--- config.mk ---
export PLATFORM = sky130hd
export DESIGN_NAME = linear_probe_hash_insert_core
export DESIGN_NICKNAME = d
export VERILOG_FILES = /design/src/hw/rtl/lphi_pkg.sv /design/src/hw/rtl/lphi_ctrl.sv /design/src/hw/rtl/lphi_dp.sv /design/src/hw/rtl/linear_probe_hash_insert_core.sv
export SDC_FILE = /design/constraint.sdc
export NUM_CORES = 1
export LEC_CHECK = 0
export ABC_AREA = 0
export BUFFER_PORTS_ARGS = -buffer_cell sky130_fd_sc_hd__buf_2
export CAP_MARGIN = 30
export CELL_PAD_IN_SITES_DETAIL_PLACEMENT = 1
export CELL_PAD_IN_SITES_GLOBAL_PLACEMENT = 1
export CORE_MARGIN = 8
export CORE_UTILIZATION = 40
export CTS_CLUSTER_SIZE = 40
export DETAILED_ROUTE_END_ITERATION = 6
export GPL_TIMING_DRIVEN = 0
export PLACE_DENSITY = 0.75
export SLEW_MARGIN = 40
export SYNTH_ARGS = -nofsm -noshare
export SYNTH_HDL_FRONTEND = slang
export SYNTH_HIERARCHICAL = 1
export SYNTH_SLANG_ARGS = --single-unit
--- constraint.sdc ---
create_clock -name clk -period 4.05 [get_ports clk]
set_input_delay 0.2025 -clock clk [delete_from_list [all_inputs] [get_ports clk]]
set_output_delay 0.2025 -clock clk [all_outputs]
set_load 0.01 [all_outputs]
--- src/hw/rtl/lphi_pkg.sv ---
// ----------------------------------------------------------------------------
// lphi_pkg
// Shared types and constants for the linear probing hash insert core.
// ----------------------------------------------------------------------------
package lphi_pkg;

  localparam int ID_W      = 31;  // employee id width
  localparam int TAG_W     = 32;  // name tag width
  localparam int OUT_IDX_W = 4;   // width of reported slot indexes
  localparam int DIGIT_W   = 4;   // id bits folded into the remainder per cycle
  localparam int ID_DIGITS = 8;   // digits in the id padded to 32 bits
  localparam int ID_PAD_W  = DIGIT_W * ID_DIGITS;
  localparam int DCNT_W    = $clog2(ID_DIGITS);

  typedef enum logic [2:0] {
    ST_CLEAR,
    ST_IDLE,
    ST_MOD,
    ST_SEEK,
    ST_PROBE
  } lphi_state_t;

  // Commands from the controller to the datapath.
  typedef struct packed {
    logic clr_step;
    logic load;
    logic mod_step;
    logic probe_init;
    logic probe_step;
    logic finish;
  } lphi_cmd_t;

  // Status from the datapath to the controller.
  typedef struct packed {
    logic clr_last;
    logic mod_last;
    logic q_vld;
    logic q_free;
    logic probe_last;
  } lphi_stat_t;

  typedef enum logic {
    RES_STORED = 1'b0,
    RES_FULL   = 1'b1
  } lphi_res_t;

endpackage

--- src/hw/rtl/lphi_ctrl.sv ---
// ----------------------------------------------------------------------------
// lphi_ctrl
// Sequencer: clearing pass, id reduction, then slot-by-slot probing.
// ----------------------------------------------------------------------------
module lphi_ctrl
  import lphi_pkg::*;
(
  input  logic       clk,
  input  logic       rst,
  input  logic       start,
  input  lphi_stat_t stat,
  output lphi_cmd_t  cmd,
  output logic       busy
);

  lphi_state_t state;
  lphi_state_t state_next;

  always_ff @(posedge clk) begin
    if (rst) begin
      state <= ST_CLEAR;
    end else begin
      state <= state_next;
    end
  end

  always_comb begin
    state_next = state;
    cmd        = '0;
    busy       = 1'b1;
    unique case (state)
      ST_CLEAR: begin
        cmd.clr_step = 1'b1;
        if (stat.clr_last) begin
          state_next = ST_IDLE;
        end
      end
      ST_IDLE: begin
        busy = 1'b0;
        if (start) begin
          cmd.load   = 1'b1;
          state_next = ST_MOD;
        end
      end
      ST_MOD: begin
        cmd.mod_step = 1'b1;
        if (stat.mod_last) begin
          state_next = ST_SEEK;
        end
      end
      ST_SEEK: begin
        cmd.probe_init = 1'b1;
        state_next     = ST_PROBE;
      end
      ST_PROBE: begin
        cmd.probe_step = 1'b1;
        // stop on the first free slot, or once every slot has been seen
        if (stat.q_vld && (stat.q_free || stat.probe_last)) begin
          cmd.finish = 1'b1;
          state_next = ST_IDLE;
        end
      end
      default: begin
        state_next = ST_CLEAR;
      end
    endcase
  end

endmodule

--- src/hw/rtl/lphi_dp.sv ---
// ----------------------------------------------------------------------------
// lphi_dp
// Datapath: id remainder unit, used-mark memory, record store, result regs.
// ----------------------------------------------------------------------------
module lphi_dp
  import lphi_pkg::*;
#(
  parameter int SLOTS = 16
) (
  input  logic                 clk,
  input  logic                 rst,
  input  lphi_cmd_t            cmd,
  output lphi_stat_t           stat,
  input  logic [ID_W-1:0]      emp_id,
  input  logic [TAG_W-1:0]     name_tag,
  output logic                 done,
  output logic                 status,
  output logic [OUT_IDX_W-1:0] slot,
  output logic [OUT_IDX_W-1:0] home_slot
);

  localparam int IDX_W = (SLOTS > 1) ? $clog2(SLOTS) : 1;
  localparam int REC_W = ID_W + TAG_W + IDX_W;
  localparam logic [IDX_W:0]   SLOTS_X = (IDX_W + 1)'(SLOTS);
  localparam logic [IDX_W-1:0] LAST_IDX = IDX_W'(SLOTS - 1);

  // storage
  logic             used_mem [SLOTS];
  logic [REC_W-1:0] rec_mem  [SLOTS];

  // registers
  logic [ID_PAD_W-1:0] id_sh;
  logic [TAG_W-1:0]    tag;
  logic [ID_W-1:0]     id_hold;
  logic [IDX_W-1:0]    rem;
  logic [DCNT_W-1:0]   dcnt;
  logic [IDX_W-1:0]    clr_ptr;
  logic [IDX_W-1:0]    rd_ptr;
  logic [IDX_W-1:0]    chk_ptr;
  logic [IDX_W-1:0]    pcnt;
  logic                q_vld;
  logic                used_q;

  logic [IDX_W-1:0]    rem_next;
  logic [IDX_W:0]      acc;
  logic                mem_we;
  logic [IDX_W-1:0]    mem_wa;
  logic                mem_wd;
  logic [IDX_W+OUT_IDX_W-1:0] chk_ext;
  logic [IDX_W+OUT_IDX_W-1:0] rem_ext;

  function automatic logic [IDX_W-1:0] wrap_inc(input logic [IDX_W-1:0] p);
    logic [IDX_W-1:0] r;
    if (p == LAST_IDX) begin
      r = '0;
    end else begin
      r = p + 1'b1;
    end
    return r;
  endfunction

  // one digit of the id into the remainder: shift in a bit, reduce once
  always_comb begin
    acc = {1'b0, rem};
    for (int b = 0; b < DIGIT_W; b++) begin
      acc = {acc[IDX_W-1:0], id_sh[ID_PAD_W-1-b]};
      if (acc >= SLOTS_X) begin
        acc = acc - SLOTS_X;
      end
    end
    rem_next = acc[IDX_W-1:0];
  end

  always_comb begin
    mem_we = 1'b0;
    mem_wa = chk_ptr;
    mem_wd = 1'b1;
    if (cmd.clr_step) begin
      mem_we = 1'b1;
      mem_wa = clr_ptr;
      mem_wd = 1'b0;
    end else if (cmd.finish && !used_q) begin
      mem_we = 1'b1;
    end
  end

  always_ff @(posedge clk) begin
    if (mem_we) begin
      used_mem[mem_wa] <= mem_wd;
    end
    used_q <= used_mem[rd_ptr];
  end

  always_ff @(posedge clk) begin
    if (cmd.finish && !used_q) begin
      rec_mem[chk_ptr] <= {id_hold, tag, rem};
    end
  end

  always_ff @(posedge clk) begin
    if (rst) begin
      clr_ptr <= '0;
      dcnt    <= '0;
      q_vld   <= 1'b0;
      done    <= 1'b0;
    end else begin
      done <= cmd.finish;
      if (cmd.clr_step) begin
        clr_ptr <= clr_ptr + 1'b1;
      end
      if (cmd.load) begin
        dcnt <= '0;
      end else if (cmd.mod_step) begin
        dcnt <= dcnt + 1'b1;
      end
      if (cmd.probe_init) begin
        q_vld <= 1'b0;
      end else if (cmd.probe_step) begin
        q_vld <= 1'b1;
      end
    end
  end

  always_ff @(posedge clk) begin
    if (cmd.load) begin
      id_sh   <= {{(ID_PAD_W - ID_W){1'b0}}, emp_id};
      id_hold <= emp_id;
      tag     <= name_tag;
      rem     <= '0;
    end else if (cmd.mod_step) begin
      id_sh <= id_sh << DIGIT_W;
      rem   <= rem_next;
    end
    if (cmd.probe_init) begin
      rd_ptr  <= rem;
      chk_ptr <= rem;
      pcnt    <= '0;
    end else if (cmd.probe_step) begin
      rd_ptr <= wrap_inc(rd_ptr);
      if (q_vld && used_q) begin
        chk_ptr <= wrap_inc(chk_ptr);
        pcnt    <= pcnt + 1'b1;
      end
    end
    if (cmd.finish) begin
      home_slot <= rem_ext[OUT_IDX_W-1:0];
      if (used_q) begin
        status <= RES_FULL;
        slot   <= '0;
      end else begin
        status <= RES_STORED;
        slot   <= chk_ext[OUT_IDX_W-1:0];
      end
    end
  end

  assign chk_ext = {{OUT_IDX_W{1'b0}}, chk_ptr};
  assign rem_ext = {{OUT_IDX_W{1'b0}}, rem};

  assign stat.clr_last   = (clr_ptr == LAST_IDX);
  assign stat.mod_last   = (dcnt == DCNT_W'(ID_DIGITS - 1));
  assign stat.q_vld      = q_vld;
  assign stat.q_free     = !used_q;
  assign stat.probe_last = (pcnt == LAST_IDX);

endmodule

--- src/hw/rtl/linear_probe_hash_insert_core.sv ---
// ----------------------------------------------------------------------------
// linear_probe_hash_insert_core
// Hash table insert with linear probing over SLOTS slots.
// ----------------------------------------------------------------------------
// Each item is an insert request (emp_id, name_tag). The home slot is emp_id
// mod SLOTS; from there the table is probed slot by slot, wrapping, to the
// first free slot, where id, tag and home slot are stored and the slot is
// marked used. If every slot is taken nothing is written and status reports
// full with slot 0. After reset the core runs a clearing pass over the
// used-mark memory, one slot a cycle, holding busy high throughout.
// An item is taken when start is high and busy low. The remainder unit folds
// four id bits a cycle, the seek state loads the probe pointers, then the
// used-mark memory is read one slot a cycle through a registered read port
// until a free slot is found or every slot has been seen. Busy stays high
// meanwhile, so a new item is taken only after the last one's result. The
// result appears for one cycle with done high, and busy is already low in
// that cycle so the next item may be started there. Results cannot be
// stalled.
// ----------------------------------------------------------------------------
module linear_probe_hash_insert_core
  import lphi_pkg::*;
#(
  parameter int SLOTS = 16
) (
  input  logic                 clk,
  input  logic                 rst,
  input  logic                 start,
  output logic                 busy,
  input  logic [ID_W-1:0]      emp_id,
  input  logic [TAG_W-1:0]     name_tag,
  output logic                 done,
  output logic                 status,
  output logic [OUT_IDX_W-1:0] slot,
  output logic [OUT_IDX_W-1:0] home_slot
);

  // command and status between sequencer and datapath
  lphi_cmd_t  cmd;
  lphi_stat_t stat;

  // sequencer: clear, reduce the id, then probe until free slot or full
  lphi_ctrl u_ctrl (
    .clk   (clk),
    .rst   (rst),
    .start (start),
    .stat  (stat),
    .cmd   (cmd),
    .busy  (busy)
  );

  // datapath: remainder unit, used marks, record store and result item
  lphi_dp #(
    .SLOTS (SLOTS)
  ) u_dp (
    .clk       (clk),
    .rst       (rst),
    .cmd       (cmd),
    .stat      (stat),
    .emp_id    (emp_id),
    .name_tag  (name_tag),
    .done      (done),
    .status    (status),
    .slot      (slot),
    .home_slot (home_slot)
  );

endmodule

Word level (Yosys, flattened, before mapping)
Memories as Yosys holds them, arrays and structs flattened. A register that Yosys moved wholly into a read port is not among the register bits.
Cells that the tools add are included.
W data, S select, Z words.

storage, ports and cells
  output and inout bits = 11
  register bits after elaboration = 69
  input bits = 66
  RAM bits = 16
  memories = 1
  logic and storage cells = 88

operators by class
  reductions and logical operators = 14
  order comparisons = 4
  equality and inequality tests = 13
  mux-type cells = 33
  add/subtract/negate cells = 9

memories
  name           words  bits a word  read ports  clocked after memory_dff  write ports  RTL line       text
  u_dp.used_mem  16     1            1           1                         1            lphi_dp.sv:28  logic used_mem [SLOTS];

operator list
  cell                   count
  $mux W31               2
  $mux W4                12
  $ge A5 B5 Y1 const B   4
  $add A4 B1 Y4 const B  4
  $eq A4 B4 Y1 const B   4
  $sub A4 B1 Y4 const B  4
  $pmux W3 S5            1
  $mux W1                13
  $mux W3                4
  $eq A3 B2 Y1 const B   2
  $eq A3 B3 Y1 const B   2
  $ne A2 B2 Y1 const B   3
  $reduce_bool A2 Y1     3
  $reduce_and A2 Y1      2
  $reduce_and A4 Y1      1
  $reduce_or A2 Y1       2
  $add A3 B1 Y3 const B  1
  $eq A3 B1 Y1 const B   1
  $logic_and A1 B1 Y1    3
  $logic_not A3 Y1       1
  $mux W2                1
  $ne A2 B1 Y1 const B   1
  $logic_not A1 Y1       1
  $logic_or A1 B1 Y1     1

Longest topological paths before layout
  depth in word-level cells = 10
  depth in mapped cells = 8
  gate-level depth less buffers = 8

Modules after synthesis
The synthesis kept the hierarchy.

modules (own cells, without submodules)
  module     times used  area each (um^2)  cells an instance
  lphi_dp    1           3,594.7           263
  lphi_ctrl  1           236.5             26

Worst setup path before layout
No wires, ideal clock.

  path kind = register to register
  start = register u_dp.pcnt[0]
  end = memory u_dp.used_mem[12], enable pin
  clock period less this slack = 3.098 ns
  slack = 0.952 ns
  required time = 3.750 ns
  data arrival time = 2.798 ns
  stages on the path, launching flop included = 9
  path through = dfxtp_1 ha_1 and3_1 o21ai_1 nor4b_1 or4b_1 o21ai_2 nand2_2 nor2_1

RTL lines
  element                 RTL line        text
  from (decl)             lphi_dp.sv:40   logic [IDX_W-1:0] pcnt;
  from (signal assigned)  lphi_dp.sv:142  pcnt <= pcnt + 1'b1;
  to (decl)               lphi_dp.sv:28

==> metrics.md <==
| Metric | Value |
|---|---|
| Status | `finished clean` |
| Pwr dens | `489 nW/µm²` |
| Largest delay share family, worst path | `simple AND/OR/NAND/NOR gates` |
| Largest net degree at the start of global routing | `32` |
| Drt via density | `between 5 and 6` |
| Initial DRC Count | `65` |
| Initial antenna violation count | `0` |
| Final worst path period share | `0.643` |
| CTS max path bufs | `2` |
| Die height | `about 110 µm` |
| Highest clock rate | `0.384 GHz` |
| Syn Inst Count | `between 200 and 300` |
| Antenna Violating Nets Remaining | `0` |
| H-tree depth | `3` |
| Initial Util | `0.413` |
| First-pass GRT wire length | `12800 µm` |
| Slowest CP cell | `or2_2` |
| Port Buffers | `44` |
| Root buf cell | `clkbuf_8` |
| HP Class | `in2reg` |
| TNS Setup | `0 ns` |
| Post-CTS Setup Bufs | `0` |
| Sequential element share of the synthesized area | `0.617` |
| Setup CP Type | `reg2reg` |
| R2R depth | `5` |
| Critical Path Max Stage Delay | `about 0.69 ns` |
| Total gr overflow | `0` |
| Final core occ | `0.479` |
| Mapped cell area | `about 3800 µm²` |
| Reg2reg setup slack | `roughly 1.4 ns` |
| Syn-to-layout area delta | `16.2%` |
| Worst Hold End | `u_ctrl/state[2]$_SDFFE_PP0P_` |
| Cts hold-fix bufs | `0` |
| Reg clk slew, reported paths | `about 0.090 ns` |
| Post-cts resize count | `0` |
| Data arrival, critical path | `~2.6 ns` |
| Final Hold Fails | `0` |
| CP startpoint kind | `flip-flop` |
| Least-Margin Pin Slew | `between 0.7 and 0.8 ns` |
| Final max-slew violation count | `0` |
| Crit-path max FO | `31` |
| Crit-path cells | `buf_4 -> or3b_1 -> nor2_1 -> clkbuf_1 -> or2_2` |
| Layout cells sized above 1 | `0.328` |
| Vias in the first global route | `~2700` |
| LEAKAGE | `approximately 1.7 nW` |
| Hold path depth | `2` |
| CTS tree | `done` |
| DIE AREA | `about 13000 µm²` |
| Crit. End Element | `flip-flop` |
| # diodes | `0` |
| Std cell rows | `35` |
| Core ar. | `approximately 9300 µm²` |
| RSZ-0062 raised after global routing | `false` |
| Max VDD drop | `0.195 mV` |
| Minimum clock period | `2.60 ns` |
| Die W | `approximately 110 µm` |
| Most frequent cells in the layout | `edfxtp_1, buf_2, nor2_1, mux2_2, dfxtp_1` |
| Crit path required time | `between 4 and 5 ns` |
| Clk sinks | `between 80 and 90` |
| Non-filler cells, final | `480` |
| Start of the worst register-to-register path | `u_ctrl/state[0]$_SDFFE_PP0P_` |
| First-pass DRT Iterations | `4` |
| Hold slack | `0.0629 ns` |
| Worst-skew pair later-pin latency | `0.35 ns` |
| Relative max-transition margin | `0.505` |
| Total CTS buffers | `9` |
| RePlAce Congestion | `0.733` |
| Reg-to-reg endpoint | `u_dp/id_sh[2]$_SDFFCE_PN0P_` |
| Wire per inst | `16.1 µm` |
| DPL Wire Length | `~5600 µm` |
| Commonest non-fill, non-tap cell in the layout | `edfxtp_1` |
| Post-synthesis cell type count | `52` |
| Placed cell count | `464` |
| Synth warn | `6` |
| WL final | `between 7000 and 8000 µm` |
| Worst path bufs/invs | `2` |
| Synthesis-stage register bit count | `between 80 and 90` |
| # Max-Cap Violations | `0` |
| Vias post-DR | `2432` |
| GRT Overall Usage | `0.125` |
| # DRC | `0` |
| # IOs | `77` |
| Mapped Avg Cell Area | `roughly 13 µm²` |
| Clock skew | `~0.012 ns` |
| Setup Viol. Count Final | `0` |
| Hold path start | `rst` |
| Layout Nets | `418` |
| Synthesized Nets | `361` |
how the worst max path moves through the flow:
stage                                      start                           to  cells past startpoint
floorplan              u_dp/pcnt[0]$_SDFFE_PP0P_  u_dp/used_mem[12]$_DFFE_PP_                      8
global placement       u_dp/pcnt[0]$_SDFFE_PP0P_  u_dp/used_mem[12]$_DFFE_PP_                      8
detailed placement  u_ctrl/state[0]$_SDFFE_PP0P_      u_dp/id_sh[4]$_DFFE_PP_                      5
CTS                 u_ctrl/state[0]$_SDFFE_PP0P_  u_dp/id_sh[2]$_SDFFCE_PN0P_                      5
global route        u_ctrl/state[0]$_SDFFE_PP0P_  u_dp/id_sh[2]$_SDFFCE_PN0P_                      5
finish              u_ctrl/state[0]$_SDFFE_PP0P_  u_dp/id_sh[2]$_SDFFCE_PN0P_                      5
per-layer routing:
metal	global-route usage	up-vias	wire, µm
met3	0.0481	4	552
met1	0.136	1211	3290
li1	-	1164	-
met2	0.217	53	3830
met5	0	-	0
met4	0.0453	0	56
state kept, by name (all words and copies together), names as in the netlist:
signal,count
u_dp/slot,4
u_dp/home_slot,4
u_dp/dcnt,3
u_dp/id_sh,32
u_ctrl/state,3
u_dp/clr_ptr,4
u_dp/pcnt,4
u_dp/q_vld,1
u_dp/rem,4
u_dp/used_q,1
u_dp/rd_ptr,4
u_dp/done,1
u_dp/chk_ptr,4
u_dp/used_mem,16
u_dp/status,1
where the power goes:
group	switching [mW]	internal, mW
Clock	0.317	0.350
Combinational	0.210	0.159
Sequential	0.0536	1.09
synthesized netlist by cell type (all sizes together):
library cell  instances  area, µm²
and2                  6       38.8
a21o                  2       15.0
a31oi                 3       18.8
or3                   1       6.26
a311o                 2       20.0
a221oi                2       17.5
a311oi                1       8.76
or4b                  1       10.0
a22oi                 2       20.0
xor2                  5       43.8
mux4                  2       45.0
xnor2                 3       26.3
buf                   8       56.3
nor4b                 1       8.76
and3b                 1       10.0
and3                  3       20.0
a31o                  1       8.76
or2                   2       12.5
nor3                  7       35.0
mux2                 28        315
a211o                 1       8.76
clkbuf                7       37.5
nand3                 2       10.0
a21oi                 4       23.8
nand2b                3       21.3
inv                   8       30.0
edfxtp               64       1920
o32a                  1       11.3
nor2b                 8       50.1
nor3b                 2       26.3
mux2i                17        170
nor2                 42        158
ha                    6       75.1
nand4                 2       12.5
dfxtp                22        440
nand2                11       46.3
a32oi                 1       8.76
o21ai                 6       33.8
or3b                  1       8.76
cell families (layout without fill, tap and decap cells):
group | Yosys count | after routing | share of synthesized area
muxes | 47 | 47 | 0.138
xor gates and xnor gates | 8 | 8 | 0.0183
adders and majority gates | 6 | 6 | 0.0196
DFF | 86 | 86 | 0.617
AOI/OAI and AO/OA | 26 | 26 | 0.0509
and+or+nand+nor | 93 | 93 | 0.124
buffers and inverters | 23 | 85 | 0.0323
final cells by class:
| cell class | count | area (µm²) |
|---|---|---|
| buffer | 15 | 93.8 |
| clock buffer | 9 | 124 |
| clock inverter | 7 | 97.6 |
| fill | 1004 | 4830 |
| inverter | 8 | 30.0 |
| multi-input combinational | 180 | 1350 |
| sequential | 86 | 2360 |
| tap | 129 | 161 |
| timing repair buffer | 46 | 230 |
per-stage QoR:
step | total power [mW] | setup WS [ns] | area (µm²)
finish | 2.18 | 1.45 | 4450
global route | 2.28 | 1.24 | 4450
CTS | 2.21 | 1.37 | 4450
detailed placement | 1.54 | 1.40 | 4230
global placement | 1.52 | 0.158 | 4210
floorplan | 1.42 | 0.952 | 3830
No activity file was read; power rests on OpenSTA's default activity.
